File: config.mk
export PLATFORM = sky130hd
export DESIGN_NAME = cat_byte_stream_filter_core
export DESIGN_NICKNAME = d
export VERILOG_FILES = /design/src/sv/cbsf_pkg.sv /design/src/sv/cbsf_front.sv /design/src/sv/cbsf_queue.sv /design/src/sv/cbsf_back.sv /design/src/sv/cat_byte_stream_filter_core.sv
export SDC_FILE = /design/constraint.sdc
export NUM_CORES = 1
export LEC_CHECK = 0
export ABC_AREA = 1
export BUFFER_PORTS_ARGS = -buffer_cell sky130_fd_sc_hd__buf_4
export CORE_ASPECT_RATIO = 1.5
export CORE_UTILIZATION = 55
export CTS_CLUSTER_DIAMETER = 100
export DETAILED_ROUTE_END_ITERATION = 12
export HOLD_SLACK_MARGIN = 0.06
export PLACE_DENSITY = 0.7
export RECOVER_POWER = 25
export SYNTH_ARGS = -nofsm -noshare
export SYNTH_HDL_FRONTEND = slang
export SYNTH_SLANG_ARGS = --single-unit
File: constraint.sdc
create_clock -name clk_i -period 11 [get_ports clk_i]
set_input_delay 3.3 -clock clk_i [delete_from_list [all_inputs] [get_ports clk_i]]
set_output_delay 3.3 -clock clk_i [all_outputs]
set_load 0.005 [all_outputs]
File: src/sv/cbsf_pkg.sv
// Package for the byte stream filter: shared types, codes and character constants.
// Used by cbsf_front, cbsf_back and cat_byte_stream_filter_core; no dependencies.
package cbsf_pkg;

  // Sizing defaults
  localparam int unsigned NumberDigitsDef = 6;
  localparam int unsigned QueueDepthDef   = 2;

  // Configuration port
  localparam int unsigned CfgIdxW = 3;

  typedef enum logic [CfgIdxW-1:0] {
    CFG_NUMBER_ALL       = 3'd0,
    CFG_NUMBER_NONBLANK  = 3'd1,
    CFG_SQUEEZE_BLANK    = 3'd2,
    CFG_SHOW_ENDS        = 3'd3,
    CFG_SHOW_TABS        = 3'd4,
    CFG_SHOW_NONPRINTING = 3'd5
  } cfg_idx_e;

  typedef struct packed {
    logic number_all;
    logic number_nonblank;
    logic squeeze_blank;
    logic show_ends;
    logic show_tabs;
    logic show_nonprinting;
  } cfg_t;

  // Characters
  localparam logic [7:0] ChNewline = 8'd10;
  localparam logic [7:0] ChTab     = 8'd9;
  localparam logic [7:0] ChSpace   = 8'd32;
  localparam logic [7:0] ChDollar  = 8'd36;
  localparam logic [7:0] ChCaret   = 8'd94;
  localparam logic [7:0] ChQuest   = 8'd63;
  localparam logic [7:0] ChBigM    = 8'd77;
  localparam logic [7:0] ChDash    = 8'd45;
  localparam logic [7:0] ChZero    = 8'd48;
  localparam logic [7:0] ChShownTab = 8'd73;  // tab plus 64, the letter I
  localparam logic [7:0] ChDel     = 8'd127;
  localparam logic [7:0] ChHighPrt = 8'd160;  // 128 + 32
  localparam logic [7:0] ChHighDel = 8'd255;  // 128 + 127
  localparam logic [7:0] ChHigh    = 8'd128;
  localparam logic [7:0] Ofs64     = 8'd64;

  // Classified item handed from front to back (line number digits travel beside it)
  typedef struct packed {
    logic            number;    // emit the line number field and a tab
    logic            dollar;    // emit a dollar sign
    logic            caret;     // emit the caret of a shown tab
    logic [1:0]      vis_last;  // index of the last rendered byte
    logic [3:0][7:0] vis;       // rendered bytes, entry 0 first
  } job_t;

  // Output sequencer phases
  typedef enum logic [4:0] {
    PH_NUM   = 5'b00001,
    PH_NTAB  = 5'b00010,
    PH_DOL   = 5'b00100,
    PH_CARET = 5'b01000,
    PH_VIS   = 5'b10000
  } phase_e;

endpackage

File: src/sv/cbsf_front.sv
// Front end of the byte stream filter: takes input words, keeps the line state
// and the BCD line counter, and classifies each byte into a job. Uses cbsf_pkg.
module cbsf_front #(
  parameter int unsigned NUMBER_DIGITS = cbsf_pkg::NumberDigitsDef
) (
  input  logic                         clk_i,
  input  logic                         rst_ni,
  input  cbsf_pkg::cfg_t               cfg_i,
  input  logic                         in_valid_i,
  output logic                         in_ready_o,
  input  logic [7:0]                   in_byte_i,
  input  logic                         queue_full_i,
  output logic                         push_o,
  output cbsf_pkg::job_t               job_o,
  output logic [4*NUMBER_DIGITS-1:0]   digits_o
);

  localparam int unsigned CntW = 4 * NUMBER_DIGITS;

  logic [7:0]      prev_q, prev_d;
  logic            blank_q, blank_d;
  logic [CntW-1:0] cnt_q, cnt_d, cnt_inc;
  logic            accept, prev_nl, cur_nl, squeeze, number, caret;
  logic [7:0]      ch;

  // Saturating BCD increment
  always_comb begin
    logic all_nines;
    logic carry;
    logic [3:0] dig;
    all_nines = 1'b1;
    carry     = 1'b1;
    cnt_inc   = cnt_q;
    for (int i = 0; i < NUMBER_DIGITS; i++) begin
      if (cnt_q[4*i +: 4] != 4'd9) all_nines = 1'b0;
    end
    for (int i = 0; i < NUMBER_DIGITS; i++) begin
      dig = cnt_q[4*i +: 4];
      if (carry) begin
        if (dig == 4'd9) begin
          cnt_inc[4*i +: 4] = 4'd0;
        end else begin
          cnt_inc[4*i +: 4] = dig + 4'd1;
          carry = 1'b0;
        end
      end
    end
    if (all_nines) cnt_inc = cnt_q;
  end

  // Classify the byte
  assign in_ready_o = !queue_full_i;
  assign accept     = in_valid_i && in_ready_o;
  assign prev_nl    = (prev_q == cbsf_pkg::ChNewline);
  assign cur_nl     = (in_byte_i == cbsf_pkg::ChNewline);
  assign squeeze    = cfg_i.squeeze_blank && prev_nl && cur_nl && blank_q;
  assign number     = prev_nl && ((cfg_i.number_all && !cfg_i.number_nonblank) ||
                                  (cfg_i.number_nonblank && !cur_nl));
  assign caret      = cfg_i.show_tabs && (in_byte_i == cbsf_pkg::ChTab);
  assign ch         = caret ? cbsf_pkg::ChShownTab : in_byte_i;

  // Render the byte, with caret and M- forms when enabled
  always_comb begin
    job_o.number   = number;
    job_o.dollar   = cfg_i.show_ends && cur_nl;
    job_o.caret    = caret;
    job_o.vis      = '{default: 8'd0};
    job_o.vis[0]   = ch;
    job_o.vis_last = 2'd0;
    if (cfg_i.show_nonprinting && !(ch == cbsf_pkg::ChTab || ch == cbsf_pkg::ChNewline ||
        (ch >= cbsf_pkg::ChSpace && ch < cbsf_pkg::ChDel))) begin
      if (ch == cbsf_pkg::ChDel) begin
        job_o.vis[0]   = cbsf_pkg::ChCaret;
        job_o.vis[1]   = cbsf_pkg::ChQuest;
        job_o.vis_last = 2'd1;
      end else if (ch >= cbsf_pkg::ChHighPrt) begin
        job_o.vis[0] = cbsf_pkg::ChBigM;
        job_o.vis[1] = cbsf_pkg::ChDash;
        if (ch != cbsf_pkg::ChHighDel) begin
          job_o.vis[2]   = ch - cbsf_pkg::ChHigh;
          job_o.vis_last = 2'd2;
        end else begin
          job_o.vis[2]   = cbsf_pkg::ChCaret;
          job_o.vis[3]   = cbsf_pkg::ChQuest;
          job_o.vis_last = 2'd3;
        end
      end else if (ch >= cbsf_pkg::ChHigh) begin
        job_o.vis[0]   = cbsf_pkg::ChBigM;
        job_o.vis[1]   = cbsf_pkg::ChDash;
        job_o.vis[2]   = cbsf_pkg::ChCaret;
        job_o.vis[3]   = ch - cbsf_pkg::Ofs64;
        job_o.vis_last = 2'd3;
      end else begin
        job_o.vis[0]   = cbsf_pkg::ChCaret;
        job_o.vis[1]   = ch + cbsf_pkg::Ofs64;
        job_o.vis_last = 2'd1;
      end
    end
  end

  assign push_o   = accept && !squeeze;
  assign digits_o = number ? cnt_inc : cnt_q;

  // Advance the line state
  always_comb begin
    prev_d  = prev_q;
    blank_d = blank_q;
    cnt_d   = cnt_q;
    if (accept) begin
      if (squeeze) begin
        prev_d = cbsf_pkg::ChNewline;
      end else begin
        prev_d  = ch;
        blank_d = prev_nl && cur_nl;
        if (number) cnt_d = cnt_inc;
      end
    end
  end

  always_ff @(posedge clk_i or negedge rst_ni) begin
    if (!rst_ni) begin
      prev_q  <= cbsf_pkg::ChNewline;
      blank_q <= 1'b0;
      cnt_q   <= '0;
    end else begin
      prev_q  <= prev_d;
      blank_q <= blank_d;
      cnt_q   <= cnt_d;
    end
  end

endmodule

File: src/sv/cbsf_queue.sv
// Short register queue between the front and back of the byte stream filter.
// Generic width and depth; no package dependencies.
module cbsf_queue #(
  parameter int unsigned WIDTH = 8,
  parameter int unsigned DEPTH = 2
) (
  input  logic             clk_i,
  input  logic             rst_ni,
  input  logic             push_i,
  input  logic [WIDTH-1:0] data_i,
  output logic             full_o,
  input  logic             pop_i,
  output logic             valid_o,
  output logic [WIDTH-1:0] data_o
);

  localparam int unsigned PtrW = (DEPTH > 1) ? $clog2(DEPTH) : 1;
  localparam int unsigned CntW = $clog2(DEPTH + 1);

  logic [WIDTH-1:0] mem_q [DEPTH];
  logic [PtrW-1:0]  wr_q, wr_d, rd_q, rd_d;
  logic [CntW-1:0]  cnt_q, cnt_d;

  assign full_o  = (cnt_q == CntW'(DEPTH));
  assign valid_o = (cnt_q != '0);
  assign data_o  = mem_q[rd_q];

  // Advance pointers with wrap at depth
  always_comb begin
    wr_d  = wr_q;
    rd_d  = rd_q;
    cnt_d = cnt_q;
    if (push_i) wr_d = (wr_q == PtrW'(DEPTH - 1)) ? '0 : wr_q + PtrW'(1);
    if (pop_i)  rd_d = (rd_q == PtrW'(DEPTH - 1)) ? '0 : rd_q + PtrW'(1);
    if (push_i && !pop_i) cnt_d = cnt_q + CntW'(1);
    if (pop_i && !push_i) cnt_d = cnt_q - CntW'(1);
  end

  always_ff @(posedge clk_i or negedge rst_ni) begin
    if (!rst_ni) begin
      wr_q  <= '0;
      rd_q  <= '0;
      cnt_q <= '0;
    end else begin
      wr_q  <= wr_d;
      rd_q  <= rd_d;
      cnt_q <= cnt_d;
    end
  end

  // Store entries
  always_ff @(posedge clk_i) begin
    if (push_i) mem_q[wr_q] <= data_i;
  end

endmodule

File: src/sv/cbsf_back.sv
// Back end of the byte stream filter: expands one queued job into output words,
// one per cycle when not stalled, via a registered output stage. Uses cbsf_pkg.
module cbsf_back #(
  parameter int unsigned NUMBER_DIGITS = cbsf_pkg::NumberDigitsDef
) (
  input  logic                       clk_i,
  input  logic                       rst_ni,
  input  logic                       head_valid_i,
  input  cbsf_pkg::job_t             head_job_i,
  input  logic [4*NUMBER_DIGITS-1:0] head_digits_i,
  output logic                       pop_o,
  output logic                       out_valid_o,
  input  logic                       out_ready_i,
  output logic [7:0]                 out_byte_o,
  output logic                       out_last_o
);

  localparam int unsigned DigW = (NUMBER_DIGITS > 1) ? $clog2(NUMBER_DIGITS) : 1;

  logic                  mid_q, mid_d;
  cbsf_pkg::phase_e      phase_q, phase_d, phase, first_ph, after_ntab;
  logic [DigW-1:0]       dig_q, dig_d, dig;
  logic [1:0]            vis_q, vis_d, vis;
  logic                  started_q, started_d, started;
  logic                  emit, last;
  logic [7:0]            byte_c;
  logic [3:0]            digit;
  logic                  vld_q;
  logic [7:0]            byte_q;
  logic                  last_q;

  // Pick the current step: first step of the head job, or the one in progress
  always_comb begin
    if (head_job_i.number)      first_ph = cbsf_pkg::PH_NUM;
    else if (head_job_i.dollar) first_ph = cbsf_pkg::PH_DOL;
    else if (head_job_i.caret)  first_ph = cbsf_pkg::PH_CARET;
    else                        first_ph = cbsf_pkg::PH_VIS;
    if (head_job_i.dollar)      after_ntab = cbsf_pkg::PH_DOL;
    else if (head_job_i.caret)  after_ntab = cbsf_pkg::PH_CARET;
    else                        after_ntab = cbsf_pkg::PH_VIS;
  end

  assign phase   = mid_q ? phase_q : first_ph;
  assign dig     = mid_q ? dig_q : DigW'(NUMBER_DIGITS - 1);
  assign vis     = mid_q ? vis_q : 2'd0;
  assign started = mid_q ? started_q : 1'b0;
  assign digit   = head_digits_i[4*dig +: 4];
  assign emit    = head_valid_i && (!vld_q || out_ready_i);
  assign pop_o   = emit && last;

  // Produce the byte and the following step
  always_comb begin
    byte_c    = head_job_i.vis[vis];
    last      = 1'b0;
    phase_d   = phase;
    dig_d     = dig;
    vis_d     = vis;
    started_d = started;
    case (phase)
      cbsf_pkg::PH_NUM: begin
        if (!started && digit == 4'd0 && dig != '0) begin
          byte_c = cbsf_pkg::ChSpace;
        end else begin
          byte_c    = cbsf_pkg::ChZero + {4'd0, digit};
          started_d = 1'b1;
        end
        if (dig == '0) phase_d = cbsf_pkg::PH_NTAB;
        else           dig_d   = dig - DigW'(1);
      end
      cbsf_pkg::PH_NTAB: begin
        byte_c  = cbsf_pkg::ChTab;
        phase_d = after_ntab;
      end
      cbsf_pkg::PH_DOL: begin
        byte_c  = cbsf_pkg::ChDollar;
        phase_d = head_job_i.caret ? cbsf_pkg::PH_CARET : cbsf_pkg::PH_VIS;
      end
      cbsf_pkg::PH_CARET: begin
        byte_c  = cbsf_pkg::ChCaret;
        phase_d = cbsf_pkg::PH_VIS;
      end
      cbsf_pkg::PH_VIS: begin
        byte_c = head_job_i.vis[vis];
        last   = (vis == head_job_i.vis_last);
        vis_d  = vis + 2'd1;
      end
      default: begin
        byte_c = head_job_i.vis[vis];
        last   = 1'b1;
      end
    endcase
  end

  assign mid_d = emit ? !last : mid_q;

  always_ff @(posedge clk_i or negedge rst_ni) begin
    if (!rst_ni) begin
      mid_q     <= 1'b0;
      phase_q   <= cbsf_pkg::PH_VIS;
      dig_q     <= '0;
      vis_q     <= '0;
      started_q <= 1'b0;
      vld_q     <= 1'b0;
    end else begin
      mid_q <= mid_d;
      if (emit) begin
        phase_q   <= phase_d;
        dig_q     <= dig_d;
        vis_q     <= vis_d;
        started_q <= started_d;
      end
      if (emit)             vld_q <= 1'b1;
      else if (out_ready_i) vld_q <= 1'b0;
    end
  end

  // Hold the output word until taken
  always_ff @(posedge clk_i) begin
    if (emit) begin
      byte_q <= byte_c;
      last_q <= last;
    end
  end

  assign out_valid_o = vld_q;
  assign out_byte_o  = byte_q;
  assign out_last_o  = last_q;

endmodule

File: src/sv/cat_byte_stream_filter_core.sv
// Top level of the byte stream filter: configuration registers, front end,
// job queue and output sequencer. Uses cbsf_pkg, cbsf_front, cbsf_queue, cbsf_back.
//
//   channel   direction  handshake               payload
//   s_axis    in         s_axis_tvalid/tready    tdata[7:0] in_byte
//   m_axis    out        m_axis_tvalid/tready    tdata[7:0] out_byte, tlast run_end
//   cfg       in         cfg_valid/cfg_ready     cfg_index[2:0], cfg_data[0]
//
// One output word leaves per cycle while tready is high; an input byte that expands to
// N words (1 to 11) occupies the output sequencer for all N, and single-word bytes flow
// back to back. The front end classifies a byte in the cycle it is taken; it stalls
// only while the job queue is full. A squeezed empty line is taken and yields no word.
// Reset clears the options, sets the previous byte to newline and the counter to zero.
// cfg_ready is always high; write registers only while the block is idle.
module cat_byte_stream_filter_core #(
  parameter int unsigned NUMBER_DIGITS = cbsf_pkg::NumberDigitsDef,
  parameter int unsigned QUEUE_DEPTH   = cbsf_pkg::QueueDepthDef
) (
  input  logic                         clk_i,
  input  logic                         rst_ni,
  input  logic                         s_axis_tvalid_i,
  output logic                         s_axis_tready_o,
  input  logic [7:0]                   s_axis_tdata_i,   // [7:0] in_byte
  output logic                         m_axis_tvalid_o,
  input  logic                         m_axis_tready_i,
  output logic [7:0]                   m_axis_tdata_o,   // [7:0] out_byte
  output logic                         m_axis_tlast_o,
  input  logic                         cfg_valid_i,
  output logic                         cfg_ready_o,
  input  logic [cbsf_pkg::CfgIdxW-1:0] cfg_index_i,
  input  logic                         cfg_data_i
);

  localparam int unsigned CntW  = 4 * NUMBER_DIGITS;
  localparam int unsigned JobW  = $bits(cbsf_pkg::job_t) + CntW;

  cbsf_pkg::cfg_t       cfg_q, cfg_d;
  cbsf_pkg::job_t       f_job, h_job;
  logic [CntW-1:0]      f_digits, h_digits;
  logic                 push, pop, full, h_valid;
  logic [JobW-1:0]      q_wdata, q_rdata;

  // Write configuration registers
  assign cfg_ready_o = 1'b1;

  always_comb begin
    cfg_d = cfg_q;
    if (cfg_valid_i) begin
      case (cbsf_pkg::cfg_idx_e'(cfg_index_i))
        cbsf_pkg::CFG_NUMBER_ALL:       cfg_d.number_all       = cfg_data_i;
        cbsf_pkg::CFG_NUMBER_NONBLANK:  cfg_d.number_nonblank  = cfg_data_i;
        cbsf_pkg::CFG_SQUEEZE_BLANK:    cfg_d.squeeze_blank    = cfg_data_i;
        cbsf_pkg::CFG_SHOW_ENDS:        cfg_d.show_ends        = cfg_data_i;
        cbsf_pkg::CFG_SHOW_TABS:        cfg_d.show_tabs        = cfg_data_i;
        cbsf_pkg::CFG_SHOW_NONPRINTING: cfg_d.show_nonprinting = cfg_data_i;
        default: ;
      endcase
    end
  end

  always_ff @(posedge clk_i or negedge rst_ni) begin
    if (!rst_ni) cfg_q <= '0;
    else         cfg_q <= cfg_d;
  end

  cbsf_front #(
    .NUMBER_DIGITS (NUMBER_DIGITS)
  ) u_front (
    .clk_i        (clk_i),
    .rst_ni       (rst_ni),
    .cfg_i        (cfg_q),
    .in_valid_i   (s_axis_tvalid_i),
    .in_ready_o   (s_axis_tready_o),
    .in_byte_i    (s_axis_tdata_i),
    .queue_full_i (full),
    .push_o       (push),
    .job_o        (f_job),
    .digits_o     (f_digits)
  );

  assign q_wdata  = {f_job, f_digits};
  assign h_job    = cbsf_pkg::job_t'(q_rdata[JobW-1:CntW]);
  assign h_digits = q_rdata[CntW-1:0];

  cbsf_queue #(
    .WIDTH (JobW),
    .DEPTH (QUEUE_DEPTH)
  ) u_queue (
    .clk_i   (clk_i),
    .rst_ni  (rst_ni),
    .push_i  (push),
    .data_i  (q_wdata),
    .full_o  (full),
    .pop_i   (pop),
    .valid_o (h_valid),
    .data_o  (q_rdata)
  );

  cbsf_back #(
    .NUMBER_DIGITS (NUMBER_DIGITS)
  ) u_back (
    .clk_i         (clk_i),
    .rst_ni        (rst_ni),
    .head_valid_i  (h_valid),
    .head_job_i    (h_job),
    .head_digits_i (h_digits),
    .pop_o         (pop),
    .out_valid_o   (m_axis_tvalid_o),
    .out_ready_i   (m_axis_tready_i),
    .out_byte_o    (m_axis_tdata_o),
    .out_last_o    (m_axis_tlast_o)
  );

endmodule

### Word level (Yosys, flattened, before mapping)

Memory sizes are Yosys's and may differ from the RTL's.
Index checks and enable logic that the tools add are counted.

* $add $sub $neg: 16
* $lt $le $gt $ge: 5
* eq/ne operators: 31
* shift-type cells: 1
* muxes and demuxes: 68
* bitwise logic cells: 1
* reductions and logical operators: 48

Operators with widths (count)
* $mux 34: 2
* $mux 16: 4
* $mux 24: 2
* $mux 4: 11
* $eq 8x4->1 const B: 5
* $mux 8: 5
* $pmux 8 s4: 1
* $mux 1: 25
* $mux 5: 5
* $add 4x1->4 const B: 6
* $eq 4x4->1 const B: 6
* $ne 4x4->1 const B: 6
* $shiftx 24x6->4: 1
* $pmux 5 s4: 1
* $logic_and 1x1->1: 19
* $bmux 8 s2: 1
* $ge 8x8->1 const B: 2
* $reduce_and 2->1: 7
* $mux 2: 6
* $logic_not 1->1: 10
* $mux 3: 3
* $add 8x7->8 const B: 1
* $eq 8x7->1 const B: 1
* $ge 8x6->1 const B: 1
* other kinds (29): 39

* bits in registers: 65
* memory bits (writable): 122
* input bits: 17
* output and inout bits: 12
* word-level logic and storage cells: 191
* memories kept: 1

Memory list
* u_queue.mem_q: depth 2, bits a word 61, rd ports 1, clocked after Yosys merged registers in 0, wr ports 1, line cbsf_queue.sv:20 `logic [WIDTH-1:0] mem_q [DEPTH];`

### Longest topological paths before layout

An unclocked memory read counts as a cell.

* word-level depth: 13
* depth in mapped cells: 17
* gate-level depth less buffers: 16

### Modules after synthesis

From an unflattened synthesis, not the netlist that was laid out.

* cells, all modules: 1129
* area, all modules: 9957.0 sq um

By module, submodules not included
* cbsf_queue: instances 1, cells each 342, area each 4753.3 sq um, seq. area each 3763.6 sq um
* cbsf_front: instances 1, cells each 476, area each 3035.4 sq um, seq. area each 828.3 sq um
* cbsf_back: instances 1, cells each 268, area each 1850.5 sq um, seq. area each 596.8 sq um
* cat_byte_stream_filter_core: instances 1, cells each 43, area each 317.8 sq um, seq. area each 150.1 sq um

### Least setup slack after synthesis

OpenSTA, ideal clock, no wires.

* kind: input port to flip-flop
* start: input port s_axis_tdata_i[4]
* end: memory u_queue.mem_q[0][0] (netlist bit), enable pin
* library setup time: 480 ps
* arrival: 6547 ps
* required time: 10520 ps
* path slack: 3973 ps
* cell stages on the path: 9
* path buffers: 1
* cells stage by stage: inv_1 nand3_1 nor2_1 inv_1 nor3_2 nand3_1 nand2_2 buf_2 nor2_1

* cells in the longest elaborated chain, start to end: 7

RTL lines
* start, declared: line cat_byte_stream_filter_core.sv:23 `input logic [7:0] s_axis_tdata_i,`
* $eq 8x4->1: line cbsf_front.sv:55 `assign cur_nl = (in_byte_i == cbsf_pkg::ChNewline);`
* $logic_and 1x1->1 (2 in a row): line cbsf_front.sv:56 `assign squeeze = cfg_i.squeeze_blank && prev_nl && cur_nl && blank_q;`
* $logic_not 1->1: line cbsf_front.sv:101 `assign push_o = accept && !squeeze;`
* $logic_and 1x1->1: line cbsf_front.sv:101
* $mux 1: line cbsf_queue.sv:53 `if (push_i) mem_q[wr_q] <= data_i;`
* $mux 1 (not written as such): line cbsf_queue.sv:53
* end, declared: line cbsf_queue.sv:20

No other way between the ends.

==> impl_results.md <==
- Share of post-route cells with drive strength above 1: 10.0%
- GRT overflow: 0
- Post-CTS Setup Repair Bufs: 0
- Critical Path RT: 10,600 ps
- Lkg Pwr: 4.27 nW
- Fraction of synthesized cell area taken by the top area cell type: 43.4%
- Residual DRC count: 0
- Multi-input logic area: 0.00324 sq mm
- P&R area growth vs syn: 9.77%
- Hold-fix buffers, CTS: 0
- Arr. time, crit path: 5480 ps
- Setup Crit Path Kind: input pin to asynchronous set/reset pin
- Critical path, cell by cell: clkbuf_1
- Syn avg cell area: 9.26 sq um
- Fin Setup TNS: 0 ps
- Post-Route M1 WL: 7320 um
- Register area share after synthesis: 58.9%
- Most frequent cells in the layout: nand2_1 (274), edfxtp_1 (131), o21ai_0 (96), nor2_1 (93), inv_1 (76)
- Core Area: 0.0162 sq mm
- Clock skew: 15.4 ps
- Mapped Cells: 979
- Layout Nets: 1,024
- Most common cell after layout, fill and taps aside: nand2_1
- Antenna diodes: 0
- WL final: 18,500 um
- Drt pass-1 iters: 5
- Chip Width: 107 um
- Crit path max-delay family: buffers and inverters
- Starting Density: 56.0%
- Yosys warns: 0
- Initial antenna violation count: 0
- Final worst slack: 5110 ps
- P per Cell Area: 255 mW/mm^2
- Vias per cell: 5.37
- Clock-pin transition on the worst setup and hold timing paths: 80 ps
- RePlAce Congestion: 0.912
- Clock root cell: clkbuf_16
- Fmax: 170 MHz
- Num rows: 57
- Worst-margin pin slew: 3140 ps
- Synth Register Bits: 187
- All-layer global routing usage: 23.1%
- Crit-path max FO: 56
- Critical Path End Type: asynchronous set/reset pin
- Metal3 WL: 518 um
- Post-CTS Resized: 0
- Max_cap viols: 2
- Post-Syn Area: 0.00906 sq mm
- TritonCTS clock tree: yes
- Setup-failing EPs final: 0
- Critical path launch point type: input pin
- Clk_lat worst skew: 430 ps
- Buf/Inv on CP: 1
- 1st-iter DRT viols: 290
- Drt wl/cell: 15.1 um
- Max-slew headroom: -110%
- Die Ht: 159 um
- Slowest stage delay, CP: 2170 ps
- CTS Sinks: 187
- Post-DP HPWL: 12,800 um
- Num ports: 29
- CTS H-tree depth: 4
- Hold Path Class: flip-flop to flip-flop
- Slew Viols, Final: 93
- Final Core Density: 61.5%
- Worst-case clock buffer depth: 2
- Vias in the first global route: 6,287
- WHS: 480 ps
- Post-route ant nets: 0
- Ranking of synthesized cells by area: edfxtp_1 (43%), dfrtp_1 (15%), nand2_1 (11%)
- First-pass GRT wire length: 30,200 um
- DR vias: 6,568
- Sequential cell area: 0.00534 sq mm
- RSZ-0062 raised after global routing: no
- Met2 Routed Length: 9940 um
- Pin count of the biggest net entering global routing: 68
- Crit-path slowest cell: clkbuf_1
- Largest area contributor in the netlist: edfxtp_1
- Final hold vios: 0
- Period utilization: 53.5%
- Pre-CTS setup slack: 5370 ps
- CTS buffer count: 17
- Top sig layer: met4
- Die footprint: 0.0170 sq mm
- Fin crit period: 5890 ps
- FILL cells: 1,380
- Post-synth cell types: 47
- Status: finished with violations
- Max VDD drop: 0.119 mV
- Number of port buffers: 27
- Failing checks: max-capacitance violations, max-slew violations
cell families (layout without fill, tap and decap cells):
logic type / count (synthesis) / count (layout) / share of synthesized area (%)
simple gates: 489 / 489 / 24.0
flops: 187 / 187 / 58.9
compound gates: 168 / 168 / 10.0
buf+inv: 118 / 150 / 5.36
xor+xnor: 10 / 10 / 0.966
fa+ha+maj: 4 / 4 / 0.552
other cells: 2 / 7 / 0.0828
mux: 1 / 1 / 0.110
worst register-to-register path: cells and delay by family, from the launching register on:
| family | cells | cell delay [ps] |
|---|---|---|
| adders and majority gates | 1 | 260 |
| xor gates and xnor gates | 1 | 150 |
| and+or+nand+nor | 8 | 940 |
| AOI/OAI and AO/OA | 3 | 540 |
| buffers and inverters | 3 | 1920 |
| DFF | 1 | 400 |
Yosys cell counts, drive strengths merged:
master / instances
nor4: 1
buf: 24
o211ai: 2
a31oi: 6
nand3b: 1
o31ai: 1
a21oi: 33
xnor2: 2
nand3: 70
nand4: 11
dfrtp: 53
ha: 4
a32oi: 1
nor3b: 1
a31o: 1
nor2: 106
inv: 85
o22ai: 6
or2: 2
and2: 4
o21ai: 113
o221ai: 3
clkbuf: 9
mux2i: 1
o311ai: 2
nand2: 282
dfstp: 3
xor2: 8
edfxtp: 131
nor3: 11
conb: 2
stage by stage:
step	std cells	instance area, sq um	total power, W
2_1_floorplan	984	9080	0.00174
3_3_place_gp	1190	9440	0.00197
3_5_place_dp	1190	9440	0.00199
4_1_cts	1222	10000	0.00257
5_1_grt	1222	9950	0.00271
6_report	1222	9950	0.00253
sequential cells by signal, summed over array words and instances, names as in the netlist, 2 cells and up:
name	flops
u_queue.mem_q	122
u_front.cnt_q	24
u_back.out_byte_o	8
u_front.prev_q	8
cfg_q	6
u_back.phase_q	5
u_back.dig_q	3
u_back.vis_q	2
u_queue.cnt_q	2
final timing paths:
kind / from / to / slack (ps) / depth (start not counted)
worst max-delay path: rst_ni / u_queue.rd_q$_DFFE_PN0P_ / 5110 / 1
worst min register to register: u_back.phase_q[0]$_DFFE_PN0P_ / u_back.phase_q[0]$_DFFE_PN0P_ / 480 / 2
worst max register to register: u_queue.rd_q$_DFFE_PN0P_ / u_queue.cnt_q[1]$_DFFE_PN0P_ / 6650 / 16
min in group asynchronous: rst_ni / u_back.phase_q[0]$_DFFE_PN0P_ / 3890 / 1
worst min-delay path: u_back.phase_q[0]$_DFFE_PN0P_ / u_back.phase_q[0]$_DFFE_PN0P_ / 480 / 2
max in group clk_i: s_axis_tdata_i[5] / u_queue.mem_q[1][40]$_DFFE_PP_ / 5690 / 10
where the power goes:
| group | internal [W] | switching [W] |
|---|---|---|
| Sequential | 0.00100 | 0.0000805 |
| Combinational | 0.000260 | 0.000601 |
| Clock | 0.000303 | 0.000286 |
final cells by class:
class	instances	share of cell area [%]
clock buffers	17	4.28
clock inverters	15	1.48
inverters	85	3.21
multi-input cells	679	32.6
flip-flops and latches	187	53.7
well taps	206	2.59
repair buffers	33	2.23
per-layer routing:
layer	vias to the layer above	GRT usage, %
met5	-	0
met2	117	41.4
li1	3342	-
met1	3076	26.3
met4	0	12.0
met3	33	3.60
(Power assumes the default switching activity.)
